**config.mk**
```make
export PLATFORM = sky130hd
export DESIGN_NAME = posture_class_debounce_alarm
export DESIGN_NICKNAME = d
export VERILOG_FILES = /design/src/hw/rtl/pcda_pkg.sv /design/src/hw/rtl/posture_class_debounce_alarm.sv /design/src/hw/rtl/pcda_cfg.sv /design/src/hw/rtl/pcda_core.sv /design/src/hw/rtl/pcda_skid.sv
export SDC_FILE = /design/constraint.sdc
export NUM_CORES = 1
export LEC_CHECK = 0
export BUFFER_PORTS_ARGS = -buffer_cell sky130_fd_sc_hd__buf_4
export CORE_UTILIZATION = 45
export CTS_BUF_LIST = sky130_fd_sc_hd__clkbuf_4 sky130_fd_sc_hd__clkbuf_8
export DETAILED_ROUTE_END_ITERATION = 16
export PLACE_DENSITY = 0.73
export REMOVE_ABC_BUFFERS = 1
export SYNTH_ARGS = -nofsm -noshare
export SYNTH_HDL_FRONTEND = slang
export SYNTH_SLANG_ARGS = --single-unit
```
**constraint.sdc**
```tcl
create_clock -name clk -period 11.2 [get_ports clk]
set_input_delay 0 -clock clk [delete_from_list [all_inputs] [get_ports clk]]
set_output_delay 0 -clock clk [all_outputs]
set_load 0.03 [all_outputs]
```
**src/hw/rtl/pcda_pkg.sv**
```systemverilog
// ---------------------------------------------------------------------------
// pcda_pkg: shared types and constants for the posture alarm block
// Verdict, voice and report codes, configuration layout and result word.
// ---------------------------------------------------------------------------
package pcda_pkg;

    // time arithmetic width, intervals wrap modulo 2^TIME_BITS
    localparam int TIME_BITS = 32;

    localparam int NOW_BITS    = 32;
    localparam int VERDICT_BITS = 2;
    localparam int IN_BITS     = VERDICT_BITS + NOW_BITS;
    localparam int IN_TDATA_BITS = ((IN_BITS + 7) / 8) * 8;

    localparam int CFG_INDEX_BITS = 2;
    localparam int CFG_DATA_BITS  = 16;

    // register reset values
    localparam logic [7:0]  MIN_HOLD_RESET   = 8'd3;
    localparam logic [15:0] BAD_ALARM_RESET  = 16'd10;
    localparam logic [15:0] REPEAT_RESET     = 16'd10;
    localparam logic [15:0] AWAY_ALARM_RESET = 16'd60;

    typedef logic [TIME_BITS-1:0] time_t;

    typedef enum logic [1:0] {
        CLS_NORMAL = 2'd0,
        CLS_BAD    = 2'd1,
        CLS_AWAY   = 2'd2,
        CLS_OTHER  = 2'd3
    } class_t;

    typedef enum logic [2:0] {
        VOICE_NONE     = 3'd0,
        VOICE_WARN     = 3'd1,
        VOICE_PRAISE   = 3'd2,
        VOICE_REAPPEAR = 3'd3,
        VOICE_AWAY     = 3'd4,
        VOICE_SLEEP    = 3'd5
    } voice_t;

    typedef enum logic [1:0] {
        REPORT_NONE = 2'd0,
        REPORT_BACK = 2'd1,
        REPORT_BAD  = 2'd2,
        REPORT_AWAY = 2'd3
    } report_t;

    typedef enum logic [CFG_INDEX_BITS-1:0] {
        CFG_MIN_HOLD   = 2'd0,
        CFG_BAD_ALARM  = 2'd1,
        CFG_REPEAT     = 2'd2,
        CFG_AWAY_ALARM = 2'd3
    } cfg_index_t;

    typedef struct packed {
        logic [7:0]  min_hold_secs;
        logic [15:0] bad_alarm_secs;
        logic [15:0] repeat_alarm_secs;
        logic [15:0] away_alarm_secs;
    } cfg_t;

    // declared from the top bit down, so confirmed_change lands in bit 0
    typedef struct packed {
        logic    shutdown;
        report_t report_kind;
        voice_t  voice_kind;
        logic    rec_discard;
        logic    rec_finish;
        logic    rec_begin;
        logic    confirmed_change;
    } result_t;

    localparam int RESULT_BITS    = $bits(result_t);
    localparam int OUT_TDATA_BITS = ((RESULT_BITS + 7) / 8) * 8;

    // unsigned wrapping interval
    function automatic time_t elapsed(time_t now, time_t past);
        return now - past;
    endfunction

endpackage

```
**src/hw/rtl/posture_class_debounce_alarm.sv**
```systemverilog
// ---------------------------------------------------------------------------
// posture_class_debounce_alarm: posture verdict debouncer and alarm sequencer
// Confirms classifier verdicts after a hold time and raises warnings, away
// alarms and recording commands.
// ---------------------------------------------------------------------------
//  channel  | direction | content
//  s_axis   | in        | tdata[1:0] verdict, tdata[33:2] now_secs
//  m_axis   | out       | tdata[9:0] result fields, one word per input word
//  cfg      | in        | write enable, register index, 16-bit data
//
//  one input word per cycle while input is not stalled; its result goes to the result register, or to the skid stage
//  the result register and a one-word skid stage let input run on while the
//  output is stalled; input stalls only when both hold a word
//  reset clears all tracking state and loads the default thresholds
// ---------------------------------------------------------------------------
module posture_class_debounce_alarm
    import pcda_pkg::*;
(
    input  logic                      clk,
    input  logic                      rst_n,
    input  logic                      s_axis_tvalid,
    output logic                      s_axis_tready,
    // verdict [1:0], now_secs [33:2], zero fill above
    input  logic [IN_TDATA_BITS-1:0]  s_axis_tdata,
    output logic                      m_axis_tvalid,
    input  logic                      m_axis_tready,
    // confirmed_change, rec_begin, rec_finish, rec_discard, voice_kind [6:4],
    // report_kind [8:7], shutdown [9], zero fill above
    output logic [OUT_TDATA_BITS-1:0] m_axis_tdata,
    input  logic                      cfg_we,
    input  logic [CFG_INDEX_BITS-1:0] cfg_index,
    input  logic [CFG_DATA_BITS-1:0]  cfg_data
);

    cfg_t    cfg;
    result_t core_result;
    result_t out_result;
    logic    accept;
    logic    space;

    assign s_axis_tready = space;
    assign accept        = s_axis_tvalid && space;

    // configuration registers
    pcda_cfg u_cfg (
        .clk       (clk),
        .rst_n     (rst_n),
        .cfg_we    (cfg_we),
        .cfg_index (cfg_index),
        .cfg_data  (cfg_data),
        .cfg       (cfg)
    );

    // tracking state and step logic
    pcda_core u_core (
        .clk      (clk),
        .rst_n    (rst_n),
        .cfg      (cfg),
        .accept   (accept),
        .verdict  (s_axis_tdata[VERDICT_BITS-1:0]),
        .now_secs (s_axis_tdata[IN_BITS-1:VERDICT_BITS]),
        .result   (core_result)
    );

    // result register and skid stage
    pcda_skid u_skid (
        .clk       (clk),
        .rst_n     (rst_n),
        .load      (accept),
        .load_data (core_result),
        .space     (space),
        .out_valid (m_axis_tvalid),
        .out_ready (m_axis_tready),
        .out_data  (out_result)
    );

    assign m_axis_tdata = OUT_TDATA_BITS'(out_result);

`ifndef SYNTH
    // a full buffer always has a word on the output
    assert property (@(posedge clk) disable iff (!rst_n)
        !s_axis_tready |-> m_axis_tvalid)
        else $error("input stalled with no pending output word");

    // a full buffer stays full while the output is stalled
    assert property (@(posedge clk) disable iff (!rst_n)
        (!s_axis_tready && !m_axis_tready) |=> !s_axis_tready)
        else $error("buffer drained without an output handshake");

    // shutdown comes only with the sleep voice and away report
    assert property (@(posedge clk) disable iff (!rst_n)
        (m_axis_tvalid && out_result.shutdown) |->
            (out_result.voice_kind == VOICE_SLEEP &&
             out_result.report_kind == REPORT_AWAY))
        else $error("shutdown without sleep voice and away report");

    // a confirmation never carries an alarm
    assert property (@(posedge clk) disable iff (!rst_n)
        (m_axis_tvalid && out_result.confirmed_change) |->
            (!out_result.shutdown && !out_result.rec_finish))
        else $error("confirmation mixed with alarm outputs");
`endif

endmodule

```
**src/hw/rtl/pcda_cfg.sv**
```systemverilog
// ---------------------------------------------------------------------------
// pcda_cfg: configuration registers
// Four threshold registers written through a plain write port.
// ---------------------------------------------------------------------------
module pcda_cfg
    import pcda_pkg::*;
(
    input  logic                      clk,
    input  logic                      rst_n,
    input  logic                      cfg_we,
    input  logic [CFG_INDEX_BITS-1:0] cfg_index,
    input  logic [CFG_DATA_BITS-1:0]  cfg_data,
    output cfg_t                      cfg
);

    cfg_t cfg_reg;

    // register writes, unknown indexes ignored
    always_ff @(posedge clk or negedge rst_n)
    begin
        if (!rst_n)
        begin
            cfg_reg.min_hold_secs     <= MIN_HOLD_RESET;
            cfg_reg.bad_alarm_secs    <= BAD_ALARM_RESET;
            cfg_reg.repeat_alarm_secs <= REPEAT_RESET;
            cfg_reg.away_alarm_secs   <= AWAY_ALARM_RESET;
        end
        else if (cfg_we)
        begin
            case (cfg_index_t'(cfg_index))
                CFG_MIN_HOLD:   cfg_reg.min_hold_secs     <= cfg_data[7:0];
                CFG_BAD_ALARM:  cfg_reg.bad_alarm_secs    <= cfg_data[15:0];
                CFG_REPEAT:     cfg_reg.repeat_alarm_secs <= cfg_data[15:0];
                CFG_AWAY_ALARM: cfg_reg.away_alarm_secs   <= cfg_data[15:0];
                default:        cfg_reg <= cfg_reg;
            endcase
        end
    end

    assign cfg = cfg_reg;

endmodule

```
**src/hw/rtl/pcda_core.sv**
```systemverilog
// ---------------------------------------------------------------------------
// pcda_core: debounce and alarm state
// Holds the class tracking state and works out one result per accepted word.
// ---------------------------------------------------------------------------
module pcda_core
    import pcda_pkg::*;
(
    input  logic                    clk,
    input  logic                    rst_n,
    input  cfg_t                    cfg,
    input  logic                    accept,
    input  logic [VERDICT_BITS-1:0] verdict,
    input  logic [NOW_BITS-1:0]     now_secs,
    output result_t                 result
);

    logic   seeded_reg,       seeded_next;
    class_t held_class_reg,   held_class_next;
    class_t recent_class_reg, recent_class_next;
    time_t  held_since_reg,   held_since_next;
    time_t  recent_since_reg, recent_since_next;
    time_t  last_warn_reg,    last_warn_next;
    logic   warn_first_reg,   warn_first_next;
    logic   away_first_reg,   away_first_next;
    logic   rec_active_reg,   rec_active_next;

    class_t  v;
    time_t   now;
    result_t res;

    // step logic for one word
    always_comb
    begin
        v   = class_t'(verdict);
        now = TIME_BITS'(now_secs);

        seeded_next       = seeded_reg;
        held_class_next   = held_class_reg;
        recent_class_next = recent_class_reg;
        held_since_next   = held_since_reg;
        recent_since_next = recent_since_reg;
        last_warn_next    = last_warn_reg;
        warn_first_next   = warn_first_reg;
        away_first_next   = away_first_reg;
        rec_active_next   = rec_active_reg;
        res               = '0;

        if (!seeded_reg)
        begin
            // first word only seeds the tracking state
            held_class_next   = v;
            recent_class_next = v;
            held_since_next   = now;
            recent_since_next = now;
            seeded_next       = 1'b1;
        end
        else if (held_class_reg == v)
        begin
            recent_class_next = v;
            recent_since_next = now;
            if (v == CLS_BAD)
            begin
                if (!rec_active_next)
                begin
                    res.rec_begin   = 1'b1;
                    rec_active_next = 1'b1;
                end
            end
            else if (rec_active_next)
            begin
                res.rec_discard = 1'b1;
                rec_active_next = 1'b0;
            end

            // held class persists: alarm checks
            if (v == CLS_BAD)
            begin
                if (elapsed(now, held_since_reg) >= TIME_BITS'(cfg.bad_alarm_secs))
                begin
                    if (warn_first_reg)
                    begin
                        res.voice_kind  = VOICE_WARN;
                        last_warn_next  = now;
                        warn_first_next = 1'b0;
                    end
                    else if (elapsed(now, last_warn_reg) >=
                             TIME_BITS'(cfg.repeat_alarm_secs))
                    begin
                        res.voice_kind = VOICE_WARN;
                        last_warn_next = now;
                    end
                    held_since_next = now;
                    if (rec_active_next)
                    begin
                        res.rec_finish  = 1'b1;
                        rec_active_next = 1'b0;
                    end
                    res.report_kind = REPORT_BAD;
                end
            end
            else if (v == CLS_AWAY)
            begin
                if (elapsed(now, held_since_reg) >= TIME_BITS'(cfg.away_alarm_secs))
                begin
                    if (away_first_reg)
                    begin
                        res.voice_kind  = VOICE_AWAY;
                        held_since_next = now;
                        away_first_next = 1'b0;
                    end
                    else
                    begin
                        res.voice_kind = VOICE_SLEEP;
                        res.shutdown   = 1'b1;
                    end
                    if (rec_active_next)
                    begin
                        res.rec_discard = 1'b1;
                        rec_active_next = 1'b0;
                    end
                    res.report_kind = REPORT_AWAY;
                end
            end
        end
        else if (recent_class_reg != v)
        begin
            // candidate class changes, restart its timer
            recent_class_next = v;
            recent_since_next = now;
        end
        else if (elapsed(now, recent_since_reg) >= TIME_BITS'(cfg.min_hold_secs))
        begin
            // candidate has held long enough: confirm it
            if (v == CLS_BAD)
            begin
                if (!rec_active_reg)
                begin
                    res.rec_begin   = 1'b1;
                    rec_active_next = 1'b1;
                end
            end
            else if (rec_active_reg)
            begin
                res.rec_discard = 1'b1;
                rec_active_next = 1'b0;
            end
            if (held_class_reg == CLS_BAD && v == CLS_NORMAL)
            begin
                res.voice_kind = VOICE_PRAISE;
            end
            if (held_class_reg == CLS_AWAY)
            begin
                if (!away_first_reg)
                begin
                    res.voice_kind = VOICE_REAPPEAR;
                end
                away_first_next = 1'b1;
                res.report_kind = REPORT_BACK;
            end
            held_class_next      = v;
            recent_class_next    = v;
            held_since_next      = now;
            recent_since_next    = now;
            res.confirmed_change = 1'b1;
        end
    end

    // state update on each accepted word
    always_ff @(posedge clk or negedge rst_n)
    begin
        if (!rst_n)
        begin
            seeded_reg       <= 1'b0;
            held_class_reg   <= CLS_NORMAL;
            recent_class_reg <= CLS_NORMAL;
            held_since_reg   <= '0;
            recent_since_reg <= '0;
            last_warn_reg    <= '0;
            warn_first_reg   <= 1'b1;
            away_first_reg   <= 1'b1;
            rec_active_reg   <= 1'b0;
        end
        else if (accept)
        begin
            seeded_reg       <= seeded_next;
            held_class_reg   <= held_class_next;
            recent_class_reg <= recent_class_next;
            held_since_reg   <= held_since_next;
            recent_since_reg <= recent_since_next;
            last_warn_reg    <= last_warn_next;
            warn_first_reg   <= warn_first_next;
            away_first_reg   <= away_first_next;
            rec_active_reg   <= rec_active_next;
        end
    end

    assign result = res;

endmodule

```
**src/hw/rtl/pcda_skid.sv**
```systemverilog
// ---------------------------------------------------------------------------
// pcda_skid: result register with skid stage
// Holds computed results until the downstream side takes them.
// ---------------------------------------------------------------------------
module pcda_skid
    import pcda_pkg::*;
(
    input  logic    clk,
    input  logic    rst_n,
    input  logic    load,
    input  result_t load_data,
    output logic    space,
    output logic    out_valid,
    input  logic    out_ready,
    output result_t out_data
);

    logic    main_valid_reg;
    logic    skid_valid_reg;
    result_t main_reg;
    result_t skid_reg;
    logic    pop;

    assign pop = main_valid_reg && out_ready;

    // control: main stage feeds the port, skid catches a word under stall
    always_ff @(posedge clk or negedge rst_n)
    begin
        if (!rst_n)
        begin
            main_valid_reg <= 1'b0;
            skid_valid_reg <= 1'b0;
        end
        else if (skid_valid_reg)
        begin
            if (pop)
            begin
                skid_valid_reg <= 1'b0;
            end
        end
        else if (load)
        begin
            if (main_valid_reg && !pop)
            begin
                skid_valid_reg <= 1'b1;
            end
            main_valid_reg <= 1'b1;
        end
        else if (pop)
        begin
            main_valid_reg <= 1'b0;
        end
    end

    // payload
    always_ff @(posedge clk)
    begin
        if (skid_valid_reg)
        begin
            if (pop)
            begin
                main_reg <= skid_reg;
            end
        end
        else if (load)
        begin
            if (main_valid_reg && !pop)
            begin
                skid_reg <= load_data;
            end
            else
            begin
                main_reg <= load_data;
            end
        end
    end

    assign space     = !skid_valid_reg;
    assign out_valid = main_valid_reg;
    assign out_data  = main_reg;

endmodule
```
=== Word level (Yosys, flattened, before mapping) ===
Index checks and enable logic that the tools add are counted.

* Flip-flop bits (word level): 182

* Muxes and demuxes: 79
* Equal/unequal tests: 25
* Reduce and logical (&&, ||, !) cells: 27
* Bitwise operators: 1
* Add/subtract/negate cells: 3
* Order comparisons: 4

{| class="wikitable"
|+ Operators with widths
! cell !! count
|-
| $mux W32 || 14
|-
| $ge A32 B16 Y1 || 3
|-
| $sub A32 B32 Y32 || 3
|-
| $mux W10 || 5
|-
| $mux W1 || 40
|-
| $ge A32 B8 Y1 || 1
|-
| $mux W2 || 10
|-
| $ne A4 B4 Y1 const B || 5
|-
| $mux W6 || 3
|-
| $mux W7 || 2
|-
| $ne A2 B2 Y1 const B || 7
|-
| $reduce_and A2 Y1 || 6
|-
| $mux W5 || 2
|-
| $reduce_bool A2 Y1 || 5
|-
| $eq A2 B2 Y1 const B || 4
|-
| $reduce_and A4 Y1 || 2
|-
| $reduce_and A8 Y1 || 1
|-
| $reduce_and A7 Y1 || 1
|-
| $eq A2 B1 Y1 const B || 3
|-
| $mux W3 || 2
|-
| $ne A3 B3 Y1 const B || 2
|-
| $reduce_and A3 Y1 || 2
|-
| $reduce_and A6 Y1 || 1
|-
| $reduce_and A5 Y1 || 1
|-
| 8 further kinds || 14
|}

=== Longest topological paths before layout ===
* Word-level depth: 13
* Depth in mapped cells: 24
* Mapped depth without buffers: 23

=== Cells and area by module ===
Synthesis repeated with hierarchy kept, for this count alone.

* Cell total of the unflattened synthesis: 1,764
* Area total of the unflattened synthesis: 15,439.8 um^2

{| class="wikitable"
|+ Modules (own cells, without submodules)
! module !! sequential area each (um^2) !! cells an instance !! area an instance (um^2) !! times used
|-
| pcda_core || 2,605.0 || 1,594 || 12,390.6 || 1
|-
| pcda_cfg || 1,413.9 || 119 || 2,122.0 || 1
|-
| pcda_skid || 650.6 || 43 || 872.1 || 1
|-
| posture_class_debounce_alarm || 0.0 || 8 || 55.1 || 1
|}

=== Worst setup path after synthesis ===
No wires, ideal clock.

* Path type: register to register
* From: register u_core.recent_since_reg[0]
* To: register u_core.recent_since_reg[30]
* Arrival: 4.755 ns
* Required time: 11.075 ns
* Slack: 6.321 ns
* Path buffers: 2
* Cell stages (with the launch flop): 19
* Cell sequence: dfrtp_1 -> ha_1 -> inv_1 -> fa_1 -> a211oi_1 -> o21ai_1 -> xor2_1 -> ha_1 -> a21o_1 -> a2111oi_0 -> o211ai_1 -> nor4_1 -> nand4b_1 -> or4_1 -> or4_4 -> o21ai_1 -> buf_2 -> buf_2 -> mux2_2

* Word-level cells in the longest chain between the ends: 4

{| class="wikitable"
|+ Ends and longest elaborated chain
! item !! RTL line !! source
|-
| from (decl) || pcda_core.sv:21 || <nowiki>time_t recent_since_reg, recent_since_next;</nowiki>
|-
| from (signal assigned) || pcda_core.sv:189 || <nowiki>recent_since_reg <= recent_since_next;</nowiki>
|-
| $sub A32 B32 Y32 || pcda_pkg.sv:79 || <nowiki>return now - past;</nowiki>
|-
| $ge A32 B8 Y1 || pcda_core.sv:131 || <nowiki>else if (elapsed(now, recent_since_reg) >= TIME_BITS'(cfg.min_hold_secs))</nowiki>
|-
| $ne A4 B4 Y1 (no source line) || -- ||
|-
| $reduce_and A2 Y1 (no source line) || -- ||
|}

Every way passes these cells.
A chain may end at the register's enable or synchronous reset.

=== Worst setup path after layout ===
* From: register u_core.recent_since_reg[0]
* To: register u_core.held_since_reg[4]

* Word-level cells in the longest chain between the ends: 4

{| class="wikitable"
|+ Ends and longest elaborated chain
! item !! RTL line !! source
|-
| $sub A32 B32 Y32 || pcda_pkg.sv:79 ||
|-
| $ge A32 B8 Y1 || pcda_core.sv:131 ||
|-
| $ne A3 B3 Y1 (no source line) || -- ||
|-
| $reduce_and A7 Y1 (no source line) || -- ||
|-
| to (signal assigned) || pcda_core.sv:188 || <nowiki>held_since_reg <= held_since_next;</nowiki>
|-
| to (decl) || pcda_core.sv:20 || <nowiki>time_t held_since_reg, held_since_next;</nowiki>
|}

Every way passes these cells.

==> metrics.txt <==
status completed; Overflow after GRT 0; Critical Path Most Common Cell ha_1; WS Path Type reg -> reg; area of the multi-input gates 0.00904 mm2; Post-CTS Setup Inserts 0; Post-Syn Area 0.0147 mm2; global-route wire length before repair 60.7 mm; pin slew with the least headroom to its limit 0.943 ns; worst vdd ir about 120 uV; post-route insts no fill 2140; initial drt markers about 770; Power Total 4590 uW; Primary FF master, synth dfrtp_1; HP Class in -> async; layout cell share with drive strength beyond 1 16.4%; Tmin final 6.08 ns; nets between 1500 and 2000; cts hold-fix bufs 59; Via density around 5.7; pin count of the biggest net entering global routing 89; final worst path period share 54.2%; EDFF count, synth 20; synth top area cells dfrtp_1, ha_1, mux2_2; leakage power 0.00758 uW; number of global-route vias before repair 11900; Die X 183 um; clk_lat worst skew approximately 0.5 ns; fillers 2888; Setup crit start kind register; max-cap viol count 0; worst relative slew slack 37.1%; Die Area 0.0334 mm2; quantity of gates resized following cts 0; clock skew 0.0127 ns; Initial Util 46.2%; P&R area growth vs syn 12.5%; CTS H-tree lvls 4; post-route setup slack about 5 ns; CP max-delay cell a2111oi_0; Largest register FFs between 50 and 60; CTS Buffer Depth 2; DP HPWL 29.0 mm; Power Dens Cells 278 mW/mm2; Hold Vio Cnt, Final 0; top cell type's share of synthesized area 25.6%; count of cell types in the netlist 79; Async S/R FF share, synth 89.0%; die height 183 um; Max Slew Vio Count 0; root buffer cell clkbuf_8; area leader, netlist dfrtp_1; DRC 0; max incr delay on CP 0.63 ns; Worst EP required 11.58 ns; initial antenna violation count 2; FP Rows 65; GPL Wtd Cong ~0.93; Vias ~12000; post-synthesis average cell area 9.17 um2; Gate Count Post-Synth 1601; # clock sinks 182; CTS tree done; CP endpoint kind register; dpl ws 5.23 ns; post-route ant nets 0; f_max roughly 160 MHz; Final Setup Violations 0; CTS clk-pin slew, worst paths 0.10 ns; drt wl/cell 17.4 um; I/O Buffers between 60 and 70; Synth warnings 0; Seq/Total Area, Yosys a little under a third; CTS Buf Count 17; Tot GR Track Use 22.8%; Worst Path Arrival 6.46 ns; CP max FO 30; FF+latch area 0.00467 mm2; Inst Count DP around 2000; Setup TNS 0 ns; critical-path cell list ha_1, inv_1, fa_1, a211oi_1, o21ai_1, xor2_1, ha_1, a21o_1, a2111oi_0, o211ai_1, nor4_1, nand4b_1, or4_1, or4_4, a31oi_4, o311ai_4, buf_4, mux2_4; aggregate routed wire length 37.2 mm; unrepaired setup endpoints after global routing no; Seq cells post-synth 182; first drt pass iteration count 6; Core Area 0.0318 mm2; I/O pin total 81
[metal layers]
metal  global-route usage (%)  wire length, um  up-vias
met1                     30.5            17500     5950
met3                     2.71             1230       58
met2                     38.3            17500      284
li1                         -                -     5989
met5                        0                0        -
met4                     7.36              903        0
[Yosys cell counts, types with 6 or more instances]
library cell	n
mux2_4	29
ha_1	152
nor2b_1	9
nor3_1	22
mux2i_1	12
nand3_1	32
xor2_1	22
xnor2_1	35
or3_1	9
o2111ai_1	11
and2_1	6
a211oi_1	18
a21o_1	48
mux2_2	116
o211ai_1	22
o21a_1	19
dfrtp_1	150
inv_1	184
and3_1	15
nor4_1	8
buf_4	7
nand2_1	113
o31ai_1	10
edfxtp_1	20
nand2b_1	18
buf_2	9
clkbuf_1	45
a31oi_1	19
nand4_1	33
a2111oi_0	11
nor2_1	73
o21ai_0	86
o21bai_1	8
a21oi_1	116
dfstp_2	12
[area by class of cell]
cell class                      instances  share of cell area (%)
Antenna cell                            2                  0.0303
Timing Repair Buffer                  132                    6.92
Tap cell                              435                    3.30
Clock buffer                           19                    1.51
Clock inverter                         13                    1.03
Sequential cell                       182                    28.3
Multi-Input combinational cell       1173                    54.8
Inverter                              184                    4.18
[power by group]
| part | internal (uW) | total [uW] | switching, uW |
|---|---|---|---|
| clock network | 229 | 487 | 258 |
| registers | 927 | 1060 | 136 |
| logic | 1310 | 3040 | 1730 |
| total | 2470 | 4590 | 2130 |
[stage by stage]
step           hold WS, ns  instance area (um2)  util [%]
6_report             0.113                16500      51.9
5_1_grt              0.182                16500      51.9
4_1_cts              0.138                16500      51.9
3_5_place_dp         0.124                15500      48.7
3_3_place_gp         0.114                15500      48.7
2_1_floorplan       -0.296                14400         -
[placed cells by master (no fill, tap or decap), drive strengths merged, types with 35 or more instances in the layout]
| cell | count |
|---|---|
| dfrtp | 150 |
| nand2 | 113 |
| buf | 73 |
| mux2 | 145 |
| a21o | 48 |
| dlygate4sd3 | 59 |
| o21ai | 89 |
| a21oi | 117 |
| nor2 | 73 |
| xnor2 | 35 |
| ha | 152 |
| inv | 189 |
[cells by family (layout without fill, tap and decap cells)]
| logic type | count (synthesis) | after routing | synth area share, % |
|---|---|---|---|
| AOI/OAI and AO/OA | 435 | 435 | 19.7 |
| xor gates and xnor gates | 57 | 57 | 3.40 |
| adders and majority gates | 155 | 155 | 13.4 |
| buffers and inverters | 251 | 348 | 6.83 |
| DFF | 182 | 182 | 31.8 |
| muxes | 157 | 157 | 12.7 |
| other | 1 | 8 | 0.0255 |
| and+or+nand+nor | 363 | 363 | 12.2 |
[path summary, 6_finish.rpt]
check | from | to | slack, ns | depth (start not counted)
setup / recovery | u_core.recent_since_reg[0]$_DFFE_PN0P_ | u_core.held_since_reg[4]$_DFFE_PN0P_ | 5.12 | 18
min in group clk | cfg_data[8] | u_cfg.cfg[24]$_DFFE_PN0P_ | 0.31 | 3
max in group asynchronous | rst_n | u_skid.skid_valid_reg$_DFF_PN0_ | 9.61 | 3
hold reg to reg | u_core.warn_first_reg$_DFFE_PN1P_ | u_core.warn_first_reg$_DFFE_PN1P_ | 0.49 | 1
hold / removal | rst_n | u_cfg.cfg[52]$_DFFE_PN0P_ | 0.11 | 2
setup reg to reg | u_core.recent_since_reg[0]$_DFFE_PN0P_ | u_core.held_since_reg[4]$_DFFE_PN0P_ | 5.12 | 18
[worst max-delay path: cells and delay by family, from the launching register on]
family,cells,cell delay [ns]
AOI/OAI and AO/OA,7,1.98
xor gates and xnor gates,1,0.18
adders and majority gates,3,0.91
buffers and inverters,2,0.41
DFF,1,0.40
muxes,1,0.36
and+or+nand+nor,4,1.70
Power figures use the tool's default switching activity.
